## src/rtl/qdip_pkg.sv

```systemverilog
// Shared types and character constants for the quoted dotted IP parser.
package qdip_pkg;

	localparam logic [7:0] CH_DOT   = 8'h2E;
	localparam logic [7:0] CH_QUOTE = 8'h22;
	localparam logic [7:0] CH_ZERO  = 8'h30;

	localparam logic [1:0] LAST_OCTET = 2'd3;

	typedef enum logic [1:0] {
		PH_FINISHED,
		PH_SEARCH,
		PH_SKIP,
		PH_PARSE
	} phase_t;

	typedef enum logic [1:0] {
		ST_FIRST,
		ST_SECOND,
		ST_THIRD,
		ST_TRAIL
	} step_t;

	// classified text byte as queued between front and back
	typedef struct packed {
		logic       start;
		logic       quote;
		logic       mark;
		logic [7:0] digit;
	} item_t;

	typedef struct packed {
		logic full;
		logic empty;
	} q_status_t;

endpackage

```

## src/rtl/qdip_front.sv

```systemverilog
// Front end: accepts text bytes, classifies them and feeds the queue.
module qdip_front (
	input  logic               clk,
	input  logic               arst_n,
	input  logic               in_valid,
	output logic               in_stall,
	input  logic               start_of_text,
	input  logic [7:0]         text_byte,
	input  qdip_pkg::q_status_t q_stat,
	output logic               q_push,
	output qdip_pkg::item_t    q_item
);
	import qdip_pkg::*;

	logic  vld_s1;
	item_t item_s1;
	logic  accept;

	assign in_stall = vld_s1 & q_stat.full;
	assign accept   = in_valid & ~in_stall;
	assign q_push   = vld_s1 & ~q_stat.full;
	assign q_item   = item_s1;

	always_ff @(posedge clk or negedge arst_n) begin
		if (!arst_n) begin
			vld_s1 <= 1'b0;
		end else begin
			vld_s1 <= accept | in_stall;
		end
	end

	always_ff @(posedge clk) begin
		if (accept) begin
			item_s1.start <= start_of_text;
			item_s1.quote <= (text_byte == CH_QUOTE);
			item_s1.mark  <= (text_byte == CH_QUOTE) || (text_byte == CH_DOT);
			item_s1.digit <= text_byte - CH_ZERO;
		end
	end

endmodule

```

## src/rtl/qdip_fifo.sv

```systemverilog
// Short queue of classified items between front and back.
module qdip_fifo #(
	parameter int DEPTH = 4
) (
	input  logic                clk,
	input  logic                arst_n,
	input  logic                push,
	input  qdip_pkg::item_t     push_item,
	input  logic                pop,
	output qdip_pkg::item_t     pop_item,
	output qdip_pkg::q_status_t stat
);
	import qdip_pkg::*;

	localparam int PW = (DEPTH > 1) ? $clog2(DEPTH) : 1;
	localparam int CW = $clog2(DEPTH + 1);
	localparam logic [PW-1:0] PTR_LAST = PW'(DEPTH - 1);
	localparam logic [CW-1:0] CNT_FULL = CW'(DEPTH);

	item_t         mem_q [DEPTH];
	logic [PW-1:0] wr_ptr_q;
	logic [PW-1:0] rd_ptr_q;
	logic [CW-1:0] count_q;

	assign stat.full  = (count_q == CNT_FULL);
	assign stat.empty = (count_q == '0);
	assign pop_item   = mem_q[rd_ptr_q];

	always_ff @(posedge clk or negedge arst_n) begin
		if (!arst_n) begin
			wr_ptr_q <= '0;
			rd_ptr_q <= '0;
			count_q  <= '0;
		end else begin
			if (push) begin
				wr_ptr_q <= (wr_ptr_q == PTR_LAST) ? '0 : wr_ptr_q + 1'b1;
			end
			if (pop) begin
				rd_ptr_q <= (rd_ptr_q == PTR_LAST) ? '0 : rd_ptr_q + 1'b1;
			end
			if (push && !pop) begin
				count_q <= count_q + 1'b1;
			end else if (pop && !push) begin
				count_q <= count_q - 1'b1;
			end
		end
	end

	always_ff @(posedge clk) begin
		if (push) begin
			mem_q[wr_ptr_q] <= push_item;
		end
	end

endmodule

```

## src/rtl/qdip_back.sv

```systemverilog
// Back end: quote search, octet parsing and the result register.
module qdip_back #(
	parameter int SEARCH_WINDOW = 18
) (
	input  logic                clk,
	input  logic                arst_n,
	input  qdip_pkg::q_status_t q_stat,
	input  qdip_pkg::item_t     q_item,
	output logic                q_pop,
	output logic                out_valid,
	input  logic                out_stall,
	output logic [7:0]          first_octet,
	output logic [7:0]          second_octet,
	output logic [7:0]          third_octet,
	output logic [7:0]          fourth_octet
);
	import qdip_pkg::*;

	localparam logic [4:0] WIN = 5'(SEARCH_WINDOW);

	phase_t     phase_q, phase_d;
	step_t      step_q, step_d;
	logic [4:0] pos_q, pos_d, pos_inc;
	logic [1:0] oi_q, oi_d, hold_idx;
	logic [7:0] acc_q, acc_d, mac, fin_val;
	logic       fin, emit, hold_we;
	logic [7:0] held_q [3];
	logic       out_valid_q;
	logic [7:0] oct0_q, oct1_q, oct2_q, oct3_q;

	assign q_pop = ~q_stat.empty & (~out_valid_q | ~out_stall);

	always_comb begin
		phase_d  = phase_q;
		step_d   = step_q;
		pos_d    = pos_q;
		oi_d     = oi_q;
		acc_d    = acc_q;
		pos_inc  = '0;
		mac      = '0;
		fin      = 1'b0;
		fin_val  = acc_q;
		emit     = 1'b0;
		hold_we  = 1'b0;
		hold_idx = oi_q;
		if (q_pop) begin
			if (q_item.start) begin
				phase_d = PH_SEARCH;
				step_d  = ST_FIRST;
				pos_d   = '0;
				oi_d    = '0;
				acc_d   = '0;
			end
			mac = {acc_d[4:0], 3'b000} + {acc_d[6:0], 1'b0} + q_item.digit;
			unique case (phase_d)
				PH_SEARCH: begin
					if (q_item.quote) begin
						phase_d = PH_PARSE;
					end else begin
						pos_inc = pos_d + 5'd1;
						pos_d   = pos_inc;
						if (pos_inc >= WIN) begin
							phase_d = PH_SKIP;
						end
					end
				end
				PH_SKIP: begin
					phase_d = PH_PARSE;
				end
				PH_PARSE: begin
					unique case (step_d)
						ST_FIRST: begin
							acc_d  = q_item.digit;
							step_d = ST_SECOND;
						end
						ST_SECOND: begin
							if (q_item.mark) begin
								fin     = 1'b1;
								fin_val = acc_d;
							end else begin
								acc_d  = mac;
								step_d = ST_THIRD;
							end
						end
						ST_THIRD: begin
							if (q_item.mark) begin
								fin     = 1'b1;
								fin_val = acc_d;
							end else if (oi_d == LAST_OCTET) begin
								fin     = 1'b1;
								fin_val = mac;
							end else begin
								acc_d  = mac;
								step_d = ST_TRAIL;
							end
						end
						ST_TRAIL: begin
							fin     = 1'b1;
							fin_val = acc_d;
						end
						default: ;
					endcase
				end
				PH_FINISHED: ;
				default: ;
			endcase
			if (fin) begin
				hold_idx = oi_d;
				if (oi_d == LAST_OCTET) begin
					emit    = 1'b1;
					phase_d = PH_FINISHED;
					oi_d    = '0;
				end else begin
					hold_we = 1'b1;
					oi_d    = oi_d + 2'd1;
				end
				step_d = ST_FIRST;
				acc_d  = '0;
			end
		end
	end

	always_ff @(posedge clk or negedge arst_n) begin
		if (!arst_n) begin
			phase_q     <= PH_FINISHED;
			step_q      <= ST_FIRST;
			pos_q       <= '0;
			oi_q        <= '0;
			acc_q       <= '0;
			out_valid_q <= 1'b0;
		end else begin
			phase_q <= phase_d;
			step_q  <= step_d;
			pos_q   <= pos_d;
			oi_q    <= oi_d;
			acc_q   <= acc_d;
			if (emit) begin
				out_valid_q <= 1'b1;
			end else if (!out_stall) begin
				out_valid_q <= 1'b0;
			end
		end
	end

	always_ff @(posedge clk) begin
		if (hold_we) begin
			held_q[hold_idx] <= fin_val;
		end
		if (emit) begin
			oct0_q <= held_q[0];
			oct1_q <= held_q[1];
			oct2_q <= held_q[2];
			oct3_q <= fin_val;
		end
	end

	assign out_valid    = out_valid_q;
	assign first_octet  = oct0_q;
	assign second_octet = oct1_q;
	assign third_octet  = oct2_q;
	assign fourth_octet = oct3_q;

endmodule

```

## src/rtl/quoted_dotted_ip_parser_core.sv

```systemverilog
// Top level of the quoted dotted-decimal IPv4 address parser.
// Throughput: one text byte per cycle while in_stall is low; the parse state updates once per byte.
// Result path: once the byte that completes the fourth octet is accepted, it
// passes the front register, then the queue, then the result register.
// The QUEUE_DEPTH-entry queue lets the input keep flowing while a result stalls.
// Reset: asynchronous, active low; parser waits for a start byte, queue empty.
module quoted_dotted_ip_parser_core #(
	parameter int SEARCH_WINDOW = 18,
	parameter int QUEUE_DEPTH   = 4
) (
	input  logic       clk,
	input  logic       arst_n,
	input  logic       in_valid,
	output logic       in_stall,
	input  logic       start_of_text,
	input  logic [7:0] text_byte,
	output logic       out_valid,
	input  logic       out_stall,
	output logic [7:0] first_octet,
	output logic [7:0] second_octet,
	output logic [7:0] third_octet,
	output logic [7:0] fourth_octet
);
	import qdip_pkg::*;

	q_status_t q_stat;
	item_t     push_item;
	item_t     pop_item;
	logic      q_push;
	logic      q_pop;

	qdip_front u_front (
		.clk           (clk),
		.arst_n        (arst_n),
		.in_valid      (in_valid),
		.in_stall      (in_stall),
		.start_of_text (start_of_text),
		.text_byte     (text_byte),
		.q_stat        (q_stat),
		.q_push        (q_push),
		.q_item        (push_item)
	);

	qdip_fifo #(
		.DEPTH (QUEUE_DEPTH)
	) u_fifo (
		.clk       (clk),
		.arst_n    (arst_n),
		.push      (q_push),
		.push_item (push_item),
		.pop       (q_pop),
		.pop_item  (pop_item),
		.stat      (q_stat)
	);

	qdip_back #(
		.SEARCH_WINDOW (SEARCH_WINDOW)
	) u_back (
		.clk          (clk),
		.arst_n       (arst_n),
		.q_stat       (q_stat),
		.q_item       (pop_item),
		.q_pop        (q_pop),
		.out_valid    (out_valid),
		.out_stall    (out_stall),
		.first_octet  (first_octet),
		.second_octet (second_octet),
		.third_octet  (third_octet),
		.fourth_octet (fourth_octet)
	);

	a_no_pop_empty: assert property (@(posedge clk) disable iff (!arst_n)
		q_pop |-> !q_stat.empty)
		else $error("queue popped while empty");

	a_no_push_full: assert property (@(posedge clk) disable iff (!arst_n)
		q_push |-> !q_stat.full)
		else $error("queue pushed while full");

	a_stall_holds_item: assert property (@(posedge clk) disable iff (!arst_n)
		in_stall |=> q_push || in_stall)
		else $error("stalled front item dropped");

	a_pop_frees_output: assert property (@(posedge clk) disable iff (!arst_n)
		q_pop && out_valid |-> !out_stall)
		else $error("item consumed while result register blocked");

endmodule
```

## config.mk

```make
export PLATFORM = sky130hd
export DESIGN_NAME = quoted_dotted_ip_parser_core
export DESIGN_NICKNAME = d
export VERILOG_FILES = /design/src/rtl/qdip_pkg.sv /design/src/rtl/qdip_front.sv /design/src/rtl/qdip_fifo.sv /design/src/rtl/qdip_back.sv /design/src/rtl/quoted_dotted_ip_parser_core.sv
export SDC_FILE = /design/constraint.sdc
export NUM_CORES = 1
export LEC_CHECK = 0
export ABC_CLOCK_PERIOD_IN_PS = 3770
export BUFFER_PORTS_ARGS = -buffer_cell sky130_fd_sc_hd__buf_2
export CAP_MARGIN = 40
export CELL_PAD_IN_SITES_DETAIL_PLACEMENT = 1
export CELL_PAD_IN_SITES_GLOBAL_PLACEMENT = 1
export CORE_MARGIN = 1
export CORE_UTILIZATION = 33
export CTS_CLUSTER_SIZE = 12
export DETAILED_ROUTE_END_ITERATION = 10
export GPL_TIMING_DRIVEN = 0
export PLACE_DENSITY = 0.55
export SLEW_MARGIN = 25
export SYNTH_ARGS = -nofsm -noshare
export SYNTH_HDL_FRONTEND = slang
export SYNTH_SLANG_ARGS = --single-unit
export TNS_END_PERCENT = 20
```

## constraint.sdc

```tcl
create_clock -name clk -period 3.77 [get_ports clk]
set_input_delay 0.1885 -clock clk [delete_from_list [all_inputs] [get_ports clk]]
set_output_delay 0.1885 -clock clk [all_outputs]
set_load 0.01 [all_outputs]
```

# Word-level counts from Yosys, hierarchy flattened
# Memories as Yosys holds them, arrays and structs flattened. A register that Yosys moved wholly into a read port is not among the register bits.
# Cells that the tools add are included.
[word_totals]
output_inout_bits = 34
regBits = 47
mem_count = 2
input_bits = 13
elab_cells = 119
ramBits = 68
[classes]
order_cmp = 1
mux = 60
n_eq_ne = 13
n_addsub = 9
n_reduce_logical = 8
bitwise = 11
[mem_list]
columns = ["memory", "depth", "width", "rd", "rd_clocked_by_memory_dff", "write_ports", "line", "rtl"]
rows = [
  ["u_fifo.mem_q", 4, 11, 1, 0, 1, "qdip_fifo.sv:20", "item_t mem_q [DEPTH];"],
  ["u_back.held_q", 3, 8, 3, 3, 1, "qdip_back.sv:27", "logic [7:0] held_q [3];"],
]
[op_table]
columns = ["cell", "n"]
rows = [
  ["$mux W8", 12],
  ["$pmux W8 S3", 2],
  ["$mux W2", 21],
  ["$mux W5", 4],
  ["$add A8 B8 Y8", 2],
  ["$eq A8 B6 Y1 const B", 2],
  ["$mux W1", 16],
  ["$eq A2 B2 Y1 const B", 7],
  ["$sub A8 B6 Y8 const B", 1],
  ["$add A2 B1 Y2 const B", 3],
  ["$mux W3", 2],
  ["$pmux W2 S3", 1],
  ["$add A5 B1 Y5 const B", 1],
  ["$ge A5 B5 Y1 const B", 1],
  ["$not A1 Y1", 5],
  ["$and A1 B1 Y1", 4],
  ["$eq A2 B1 Y1 const B", 2],
  ["$pmux W2 S2", 1],
  ["$add A3 B1 Y3 const B", 1],
  ["$eq A3 B3 Y1 const B", 1],
  ["$logic_not A3 Y1", 1],
  ["$pmux W1 S3", 1],
  ["$sub A3 B1 Y3 const B", 1],
  ["$logic_and A1 B1 Y1", 2],
  ["6 further kinds", 8],
]

# Logic depth before layout (Yosys ltp)
# Gate-level depths: netlist of the first run.
[depth]
word_depth = 14
mapped_depth = 16
mapped_depth_nobuf = 14

# Modules after synthesis
# From an unflattened synthesis of the first run, not the netlist that was laid out.
[unflattened]
cells_unflattened = 435
area_unflattened_um2 = 6318.6
[modules_own_cells]
columns = ["mod", "n_inst", "cells_per_inst", "area_per_inst_um2"]
rows = [
  ["qdip_back", 1, 313, 3821.2],
  ["qdip_fifo", 1, 94, 2006.9],
  ["qdip_front", 1, 28, 490.5],
]

# Least setup slack after synthesis of the first run
# No wires, ideal clock.
[synth_timing]
path_type = "register -> register"
from = "register u_fifo.rd_ptr_q[0]"
to = "register u_back.oct3_q[7], in the netlist u_back.fourth_octet[7], data pin"
path_slack_ns = 0.320
setup_ns = 0.266
t_arrival_ns = 3.183
path_stages_with_launch = 15
path_buffers = 4
t_required_ns = 3.504
cell_sequence = "dfrtp_1 > buf_6 > buf_4 > mux2_2 > buf_2 > clkbuf_1 > nand2_1 > fa_1 > inv_1 > ha_1 > o21ai_0 > o21bai_1 > a21oi_1 > xnor2_1 > mux2_2"
[synth_between]
elab_chain_cells = 10
elab_cells_between_ends = 22
cone_classes = "2 x add/sub; 5 x eq/ne; 14 x mux; 1 x memory"
[synth_lines]
columns = ["element", "line", "rtl"]
rows = [
  ["start: declaration", "qdip_fifo.sv:22", "logic [PW-1:0] rd_ptr_q;"],
  ["start signal: assignment", "qdip_fifo.sv:39", "rd_ptr_q <= (rd_ptr_q == PTR_LAST) ? '0 : rd_ptr_q + 1'b1;"],
  ["$mem_v2 Z4 W11 *", "-", ""],
  ["$mux W8", "qdip_back.sv:47", "if (q_item.start) begin"],
  ["$mux W8", "qdip_back.sv:46", "if (q_pop) begin"],
  ["$add A8 B8 Y8 (2 in a row)", "qdip_back.sv:54", "mac = {acc_d[4:0], 3'b000} + {acc_d[6:0], 1'b0} + q_item.digit;"],
  ["$mux W8", "qdip_back.sv:89", "end else if (oi_d == LAST_OCTET) begin"],
  ["$mux W8", "qdip_back.sv:86", "if (q_item.mark) begin"],
  ["$pmux W8 S3", "qdip_back.sv:71", "unique case (step_d)"],
  ["$mux W8 *", "qdip_back.sv:55", "unique case (phase_d)"],
  ["$mux W8 *", "qdip_back.sv:46", ""],
  ["net u_back.fin_val[7]", "qdip_back.sv:25", "logic [7:0] acc_q, acc_d, mac, fin_val;"],
  ["end signal: assignment", "qdip_back.sv:153", "oct3_q <= fin_val;"],
  ["end: declaration", "qdip_back.sv:29", "logic [7:0] oct0_q, oct1_q, oct2_q, oct3_q;"],
]
# The timed path passes the listed nets; every way through them passes the cells marked *. The select of a mux whose other input is x is not followed.
# A chain may end at the register's enable or synchronous reset.

# Worst setup path after layout of the first run
[layout_timing]
from = "register u_fifo.rd_ptr_q[0]"
to = "memory u_back.held_q[2][7], data pin"
[layout_between]
elab_chain_cells = 10
elab_cells_between_ends = 22
cone_classes = "2 x add/sub; 5 x eq/ne; 14 x mux; 1 x memory"
[layout_lines]
columns = ["element", "line"]
rows = [
  ["$mem_v2 Z4 W11 *", "-"],
  ["$mux W8", "qdip_back.sv:47"],
  ["$mux W8", "qdip_back.sv:46"],
  ["$add A8 B8 Y8 (2 in a row)", "qdip_back.sv:54"],
  ["$mux W8", "qdip_back.sv:89"],
  ["$mux W8", "qdip_back.sv:86"],
  ["$pmux W8 S3", "qdip_back.sv:71"],
  ["$mux W8 *", "qdip_back.sv:55"],
  ["$mux W8 *", "qdip_back.sv:46"],
  ["net u_back.fin_val[7]", "qdip_back.sv:25"],
  ["end: declaration", "qdip_back.sv:27"],
]
# Marks and branches as above.

==> flow_summary_export.csv, run 1 <==
group,metric,value,unit
drt,vias,3550,
global_routing,grt_pass1_vias,3846,
final_layout,nets,536,
clocking,cts_buffer_depth,2,
final_layout,mostFrequentLayoutCell,"edfxtp_1",
final_layout,syn_to_final_growth,21.09,%
worst_setup_path,critPathMaxFanout,13,
power_and_ir_drop,p_per_area,785.4,nW/um^2
global_routing,antenna_found_initial,0,
timing,finalHoldViolations,0,
global_routing,track_usage,14.61,%
placed_design,io_buffers,46,
power_and_ir_drop,ir_drop,0.3350,mV
drt,antenna_left,0,
drt,drc,0,
power_and_ir_drop,power.internal,0.003749,W
worst_setup_path,path_class,"flip-flop to flip-flop",
timing,skew,0.008900,ns
synth,ys_warn_count,0,
synth,ys_ff_latch,139,
timing,final.setup.tns,0,ns
worst_setup_path,crit_required,3.92,ns
die,core-area,18020,um^2
global_routing,grt_pass1_wl,20330,um
synth,synth_area_per_cell,14.41,um^2
synth,postSynthCellCount,422,
clocking,clock-sinks,139,
worst_setup_path,critPathArrivalTime,3.69,ns
die,die_x,137.7,um
synth,syn_area,6081,um^2
timing,clock.fmax,0.2829,GHz
synth,yosysSeqAreaShare,66.34,%
global_routing,grt_max_degree,33,
timing,whs,0.06250,ns
timing,drv_slew,0,
placed_design,routabilityCongestion,0.7938,
final_layout,final_layout_size_suffix_gt1_share,23.73,%
die,dieArea,18970,um^2
power_and_ir_drop,power.switching,0.002033,W
drt,drt_iter0_markers,118,
clocking,clk-insertion-delay-late,0.42,ns
final_layout,final_cells,739,
drt,first_pass_iters,4,
timing,worstMarginPinSlew,0.6994,ns
final_layout,nFillCells,1863,
synth,synth_flop_cell,"edfxtp_1",
die,ios,47,
die,die_h,137.7,um
synth,syn-num-nets,461,
power_and_ir_drop,power.leakage,2.845,nW
power_and_ir_drop,clkPwrFrac,28.6,%
power_and_ir_drop,p_seq_share,36.3,%
clocking,clk_pin_slew,0.06,ns
final_layout,final_cell_mix,"111 x edfxtp_1, 50 x buf_2, 38 x nand2_1",
synth,synth-async-reset-ratio,20.14,%
run,drv_cap,0,
clocking,numCtsBuffers,17,
drt,drt_wl_total,12450,um
timing,min_period,3.535,ns
worst_hold_path,hold_path.class,"input port to flip-flop",
clocking,htreeDepth,4,
die,start_util,33.74,%
drt,drt-vias-per-instance,4.804,
drt,wire_per_inst,16.85,um
synth,synth_edf_count,111,
outcome,status,"complete, no violations",
clocking,cts_root_buffer,"clkbuf_16",
clocking,tritoncts,"yes",
timing,min_period_over_period,93.76,%
power_and_ir_drop,power,0.005783,W
timing,rsz0062_at_grt,"no",
worst_setup_path,cp-start-kind,"flip-flop",
worst_setup_path,reg2reg_slack,0.24,ns
synth,ys_types,54,
global_routing,grt.overflow.total,0,
worst_setup_path,end_kind,"flip-flop",
power_and_ir_drop,swShare,35.16,%
die,rows,49,
timing,setup_violations,0,
timing,slew_headroom,53.06,%
final_layout,antenna_cells,0,
power_and_ir_drop,power_frac_comb,35.1,%
placed_design,dp.cells,698,
placed_design,dpl.hpwl,9107,um
==> state kept, by name (all words and copies together) (netlist names), 3 cells and up <==
| name | flops |
|---|---|
| u_back.pos_q | 5 |
| second_octet | 8 |
| u_fifo.count_q | 3 |
| u_front.q_item | 11 |
| u_back.fourth_octet | 8 |
| u_back.held_q | 24 |
| first_octet | 8 |
| third_octet | 8 |
| u_back.acc_q | 8 |
| u_fifo.mem_q | 44 |
==> kinds of logic (layout without fill, tap and decap cells) <==
logic type,Yosys count,count (layout),share of synthesized area (%)
simple gates,91,91,7.346
flops,139,139,66.34
buf+inv,45,133,3.107
xor+xnor,19,19,2.737
fa+ha+maj,26,26,5.967
mux,22,22,6.111
compound gates,80,80,8.395
==> synth_stat cells, drive strengths merged, types with 4 or more instances <==
library cell	n	area [um^2]
edfxtp	111	3333
nand2	38	142.6
inv	31	116.4
dfrtp	28	700.7
o21ai	26	130.1
a21oi	21	108.9
ha	21	262.8
nor2	15	58.81
mux4	11	251.5
xnor2	11	96.34
buf	8	48.80
mux2	8	90.09
nor3	8	40.04
xor2	8	70.07
nor2b	7	51.30
clkbuf	6	23.77
and2	5	31.28
fa	5	100.1
a22o	4	35.03
a22oi	4	30.03
nand2b	4	25.02
nand3	4	20.02
nand4	4	31.28
o31ai	4	35.03
==> worst max-delay path, stage by stage, from the launching register on <==
cell and delay, ns:
dfrtp_1 0.40, buf_6 0.15, buf_6 0.15, mux2_4 0.32, buf_4 0.22, nand2_1 0.15, fa_1 0.55, inv_1 0.04
ha_1 0.23, a211oi_1 0.26, o21bai_1 0.11, a21oi_1 0.20, xnor2_1 0.15, mux2_2 0.33
==> cell type report <==
| cell class | instances | area (um^2) | area share (%) |
|---|---|---|---|
| sequential | 139 | 4034 | 54.78 |
| multi-input combinational | 238 | 1899 | 25.79 |
| clock buffer | 17 | 425.4 | 5.777 |
| timing repair buffer | 57 | 357.8 | 4.860 |
| tap | 229 | 286.5 | 3.891 |
| clock inverter | 15 | 161.4 | 2.192 |
| inverter | 31 | 121.4 | 1.648 |
| buffer | 13 | 77.57 | 1.054 |
==> metrics by stage <==
| stage | utilization (%) | setup WS [ns] | instance area (um^2) |
|---|---|---|---|
| 6_report | 40.85 | 0.2353 | 7363 |
| 5_1_grt | 40.85 | 0.006374 | 7363 |
| 4_1_cts | 40.77 | 0.03016 | 7350 |
| 3_5_place_dp | 36.70 | -0.5753 | 6615 |
| 3_3_place_gp | 36.60 | -0.8299 | 6598 |
| 2_1_floorplan | - | 0.3203 | 6081 |
==> metal layers <==
metal  global-route usage (%)  share of wire [%]  vias up
li1                         -                  -     1703
met2                    26.21                 52       69
met4                    6.763                1.7        0
met1                    16.55                 43     1763
met3                    3.054                3.1       15
met5                        0                  0        -
==> path summary, 6_finish.rpt <==
path | startpoint | endpoint | cells past startpoint
setup / recovery | u_fifo.rd_ptr_q[0]$_DFFE_PN0P_ | u_back.held_q[2][7]$_DFFE_PP_ | 13
hold / removal | text_byte[4] | u_front.q_item[4]$_DFFE_PP_ | 2
setup reg to reg | u_fifo.rd_ptr_q[0]$_DFFE_PN0P_ | u_back.held_q[2][7]$_DFFE_PP_ | 13
hold reg to reg | u_back.held_q[2][5]$_DFFE_PP_ | third_octet[5]$_DFFE_PP_ | 0
max in group asynchronous | arst_n | u_back.acc_q[3]$_DFFE_PN0P_ | 2
min in group asynchronous | arst_n | u_fifo.wr_ptr_q[1]$_DFFE_PN0P_ | 2
==> timing repair <==
| item | CTS | global route |
|---|---|---|
| hold buffers | 8 | 0 |
| gates resized for setup | 9 | 5 |
| setup buffers | 2 | 0 |
| endpoints found under the hold margin | 35 | 0 |
| setup endpoints to repair | 76 | 61 |
| pin swaps | 2 | 0 |
==> power groups by stage <==
stage	registers [W]	clock network (W)	logic, W
after global placement	0.00212	0	0.00198
after floorplan	0.00208	0	0.00151
after detailed placement	0.00213	0	0.00204
final	0.00210	0.00165	0.00203
after CTS	0.00210	0.00169	0.00206
after global routing	0.00213	0.00175	0.00230
Power figures use the tool's default switching activity.
==> run 2: changes to the inputs <==
--- a/config.mk
+++ b/config.mk
@@ -15,7 +15,7 @@
 export CTS_CLUSTER_SIZE = 12
 export DETAILED_ROUTE_END_ITERATION = 10
 export GPL_TIMING_DRIVEN = 0
-export PLACE_DENSITY = 0.55
+export PLACE_DENSITY = 0.64
 export SLEW_MARGIN = 25
 export SYNTH_ARGS = -nofsm -noshare
 export SYNTH_HDL_FRONTEND = slang
==> run 2 against run 1 <==
Cell count is 0.41% higher. Cell area is 0.66% higher. Routed wire length is 0.64% higher. Non-clock buffer count is 3 higher. Register-to-register slack hardly changed. Sequential share of layout area is 0.36 points lower. Power is 0.33% higher. Die area stayed put. Via count is 0.99% higher. Critical path type unchanged.
==> flow_summary_export.csv, run 2 (synthesis gave the netlist of run 1 again) <==
group,metric,value,unit
clocking,tritoncts,"yes",
final_layout,largest_register_ffs,44,
final_layout,nets,539,
global_routing,antenna_found_initial,0,
worst_setup_path,path_delay_family,"adder cells",
placed_design,routabilityCongestion,0.7785,
global_routing,grt_pass1_vias,3852,
global_routing,track_usage,14.66,%
drt,first_pass_iters,4,
clocking,clk_pin_slew,0.06,ns
power_and_ir_drop,ir_drop,0.4597,mV
worst_setup_path,end_kind,"flip-flop",
global_routing,grt.overflow.total,0,
final_layout,mostFrequentLayoutCell,"edfxtp_1",
global_routing,grt_pass1_wl,20070,um
timing,min_period_over_period,94.02,%
placed_design,io_buffers,46,
final_layout,final_cell_mix,"111 x edfxtp_1, 50 x buf_2, 38 x nand2_1",
worst_hold_path,hold_path.class,"input port to flip-flop",
timing,drv_slew,0,
worst_setup_path,cp-start-kind,"flip-flop",
drt,vias,3585,
timing,clock.fmax,0.2821,GHz
worst_setup_path,critPathSlowestCell,"fa_1",
clocking,clk-insertion-delay-late,0.42,ns
drt,drt_wl_total,12530,um
die,dieArea,18970,um^2
placed_design,dpl.hpwl,8900,um
worst_setup_path,max_stage_delay,0.56,ns
clocking,cts_root_buffer,"clkbuf_16",
worst_hold_path,holdPathStages,2,
clocking,htreeDepth,4,
clocking,cts_buffer_depth,2,
drt,drt_iter0_markers,97,
final_layout,utilization,41.12,%
power_and_ir_drop,p_per_area,782.8,nW/um^2
timing,setup_violations,0,
final_layout,final_cells,742,
placed_design,dp.cells,698,
clocking,clock-sinks,139,
final_layout,nFillCells,1859,
run,drv_cap,0,
final_layout,antenna_cells,0,
die,ios,47,
die,die_x,137.7,um
die,core-area,18020,um^2
final_layout,top_register,"u_fifo.mem_q",
final_layout,syn_to_final_growth,21.89,%
drt,drt-vias-per-instance,4.832,
timing,rsz0062_at_grt,"no",
die,die_h,137.7,um
die,start_util,33.74,%
worst_setup_path,r2r_cells,13,
worst_setup_path,path_buf_inv,4,
global_routing,grt_max_degree,33,
timing,min_period,3.545,ns
timing,skew,0.008390,ns
timing,worstMarginPinSlew,0.7170,ns
clocking,numCtsBuffers,17,
final_layout,final_layout_size_suffix_gt1_share,23.78,%
worst_setup_path,path_class,"flip-flop to flip-flop",
worst_setup_path,crit_cells,13,
worst_setup_path,worstPathCellList,"buf_6 > buf_4 > mux2_4 > clkbuf_4 > nand2_1 > fa_1 > inv_1 > ha_1 > a211oi_1 > o21bai_1 > a21oi_1 > xnor2_1 > mux2_2",
power_and_ir_drop,power.leakage,2.875,nW
timing,finalHoldViolations,0,
die,rows,49,
drt,antenna_left,0,
drt,wire_per_inst,16.89,um
outcome,status,"complete, no violations",
timing,final.setup.tns,0,ns
worst_setup_path,critPathArrivalTime,3.70,ns
worst_setup_path,critPathMaxFanout,10,
timing,slew_headroom,51.88,%
worst_setup_path,crit_required,3.93,ns
drt,drc,0,
[run 2: changes by cell type in the layout (fill, tap and decap cells not counted), moves of 2 or more]
cell	previous run	this run
clkinv_2	0	2
clkinv_4	1	3
inv_6	9	0
clkbuf_1	4	7
buf_4	2	5
[run 2: metrics by stage]
step | area, um^2 | setup slack (ns) | hold WS, ns | power, W
floorplan | 6081 | 0.3203 | -0.1071 | 0.003585
global placement | 6598 | -0.7487 | 0.3086 | 0.004056
detailed placement | 6615 | -0.5094 | 0.3193 | 0.004167
CTS | 7360 | 0.04513 | 0.07191 | 0.005845
global route | 7412 | 0.01290 | 0.08441 | 0.006181
finish | 7412 | 0.2253 | 0.09082 | 0.005802
[run 2: layout make-up]
| class | instances | area, um^2 | share of cell area [%] |
|---|---|---|---|
| clock inverter | 12 | 148.9 | 2.009 |
| timing repair buffer | 60 | 400.4 | 5.402 |
| sequential | 139 | 4034 | 54.42 |
| tap | 229 | 286.5 | 3.866 |
| multi-input combinational | 238 | 1902 | 25.66 |
| clock buffer | 20 | 436.7 | 5.891 |
| inverter | 31 | 130.1 | 1.756 |
| buffer | 13 | 73.82 | 0.9959 |
[run 2: path summary, 6_finish.rpt]
kind | start | to | slack (ns)
max | u_fifo.rd_ptr_q[0]$_DFFE_PN0P_ | u_back.held_q[2][7]$_DFFE_PP_ | 0.23
min | text_byte[4] | u_front.q_item[4]$_DFFE_PP_ | 0.09
max reg2reg | u_fifo.rd_ptr_q[0]$_DFFE_PN0P_ | u_back.held_q[2][7]$_DFFE_PP_ | 0.23
min reg2reg | u_back.held_q[0][3]$_DFFE_PP_ | first_octet[3]$_DFFE_PP_ | 0.42
max in group asynchronous | arst_n | u_back.acc_q[3]$_DFFE_PN0P_ | 3.09
min in group asynchronous | arst_n | u_back.phase_q[1]$_DFFE_PN0P_ | 0.24
[run 2: worst reg2reg max path, stage by stage (launching register included)]
cell	delay (ns)
dfrtp_1	0.39
buf_6	0.14
buf_4	0.19
mux2_4	0.25
clkbuf_4	0.23
nand2_1	0.14
fa_1	0.56
inv_1	0.04
ha_1	0.23
a211oi_1	0.26
o21bai_1	0.11
a21oi_1	0.28
xnor2_1	0.14
mux2_2	0.32
[run 2: per-layer routing]
metal  global-route usage (%)  share of wire (%)  up-vias
li1                         -                  -     1709
met1                    16.68                 44     1788
met2                    25.85                 51       67
met3                    4.084                3.5       21
met4                    5.918                1.8        0
met5                        0                  0        -
[run 2: timing repair]
item | 4_1_cts | 5_1_grt
pin swaps | 3 | 0
setup endpoints to repair | 76 | 61
hold buffers | 8 | 0
hold endpoints to repair | 35 | 0
resized for setup | 11 | 3
setup buffers | 2 | 2
[run 2: power breakdown]
part / internal, W / leakage, nW / switching, W
logic: 0.000829 / 1.21 / 0.00122
registers: 0.00196 / 1.38 / 0.000140
clock network: 0.00103 / 0.279 / 0.000617
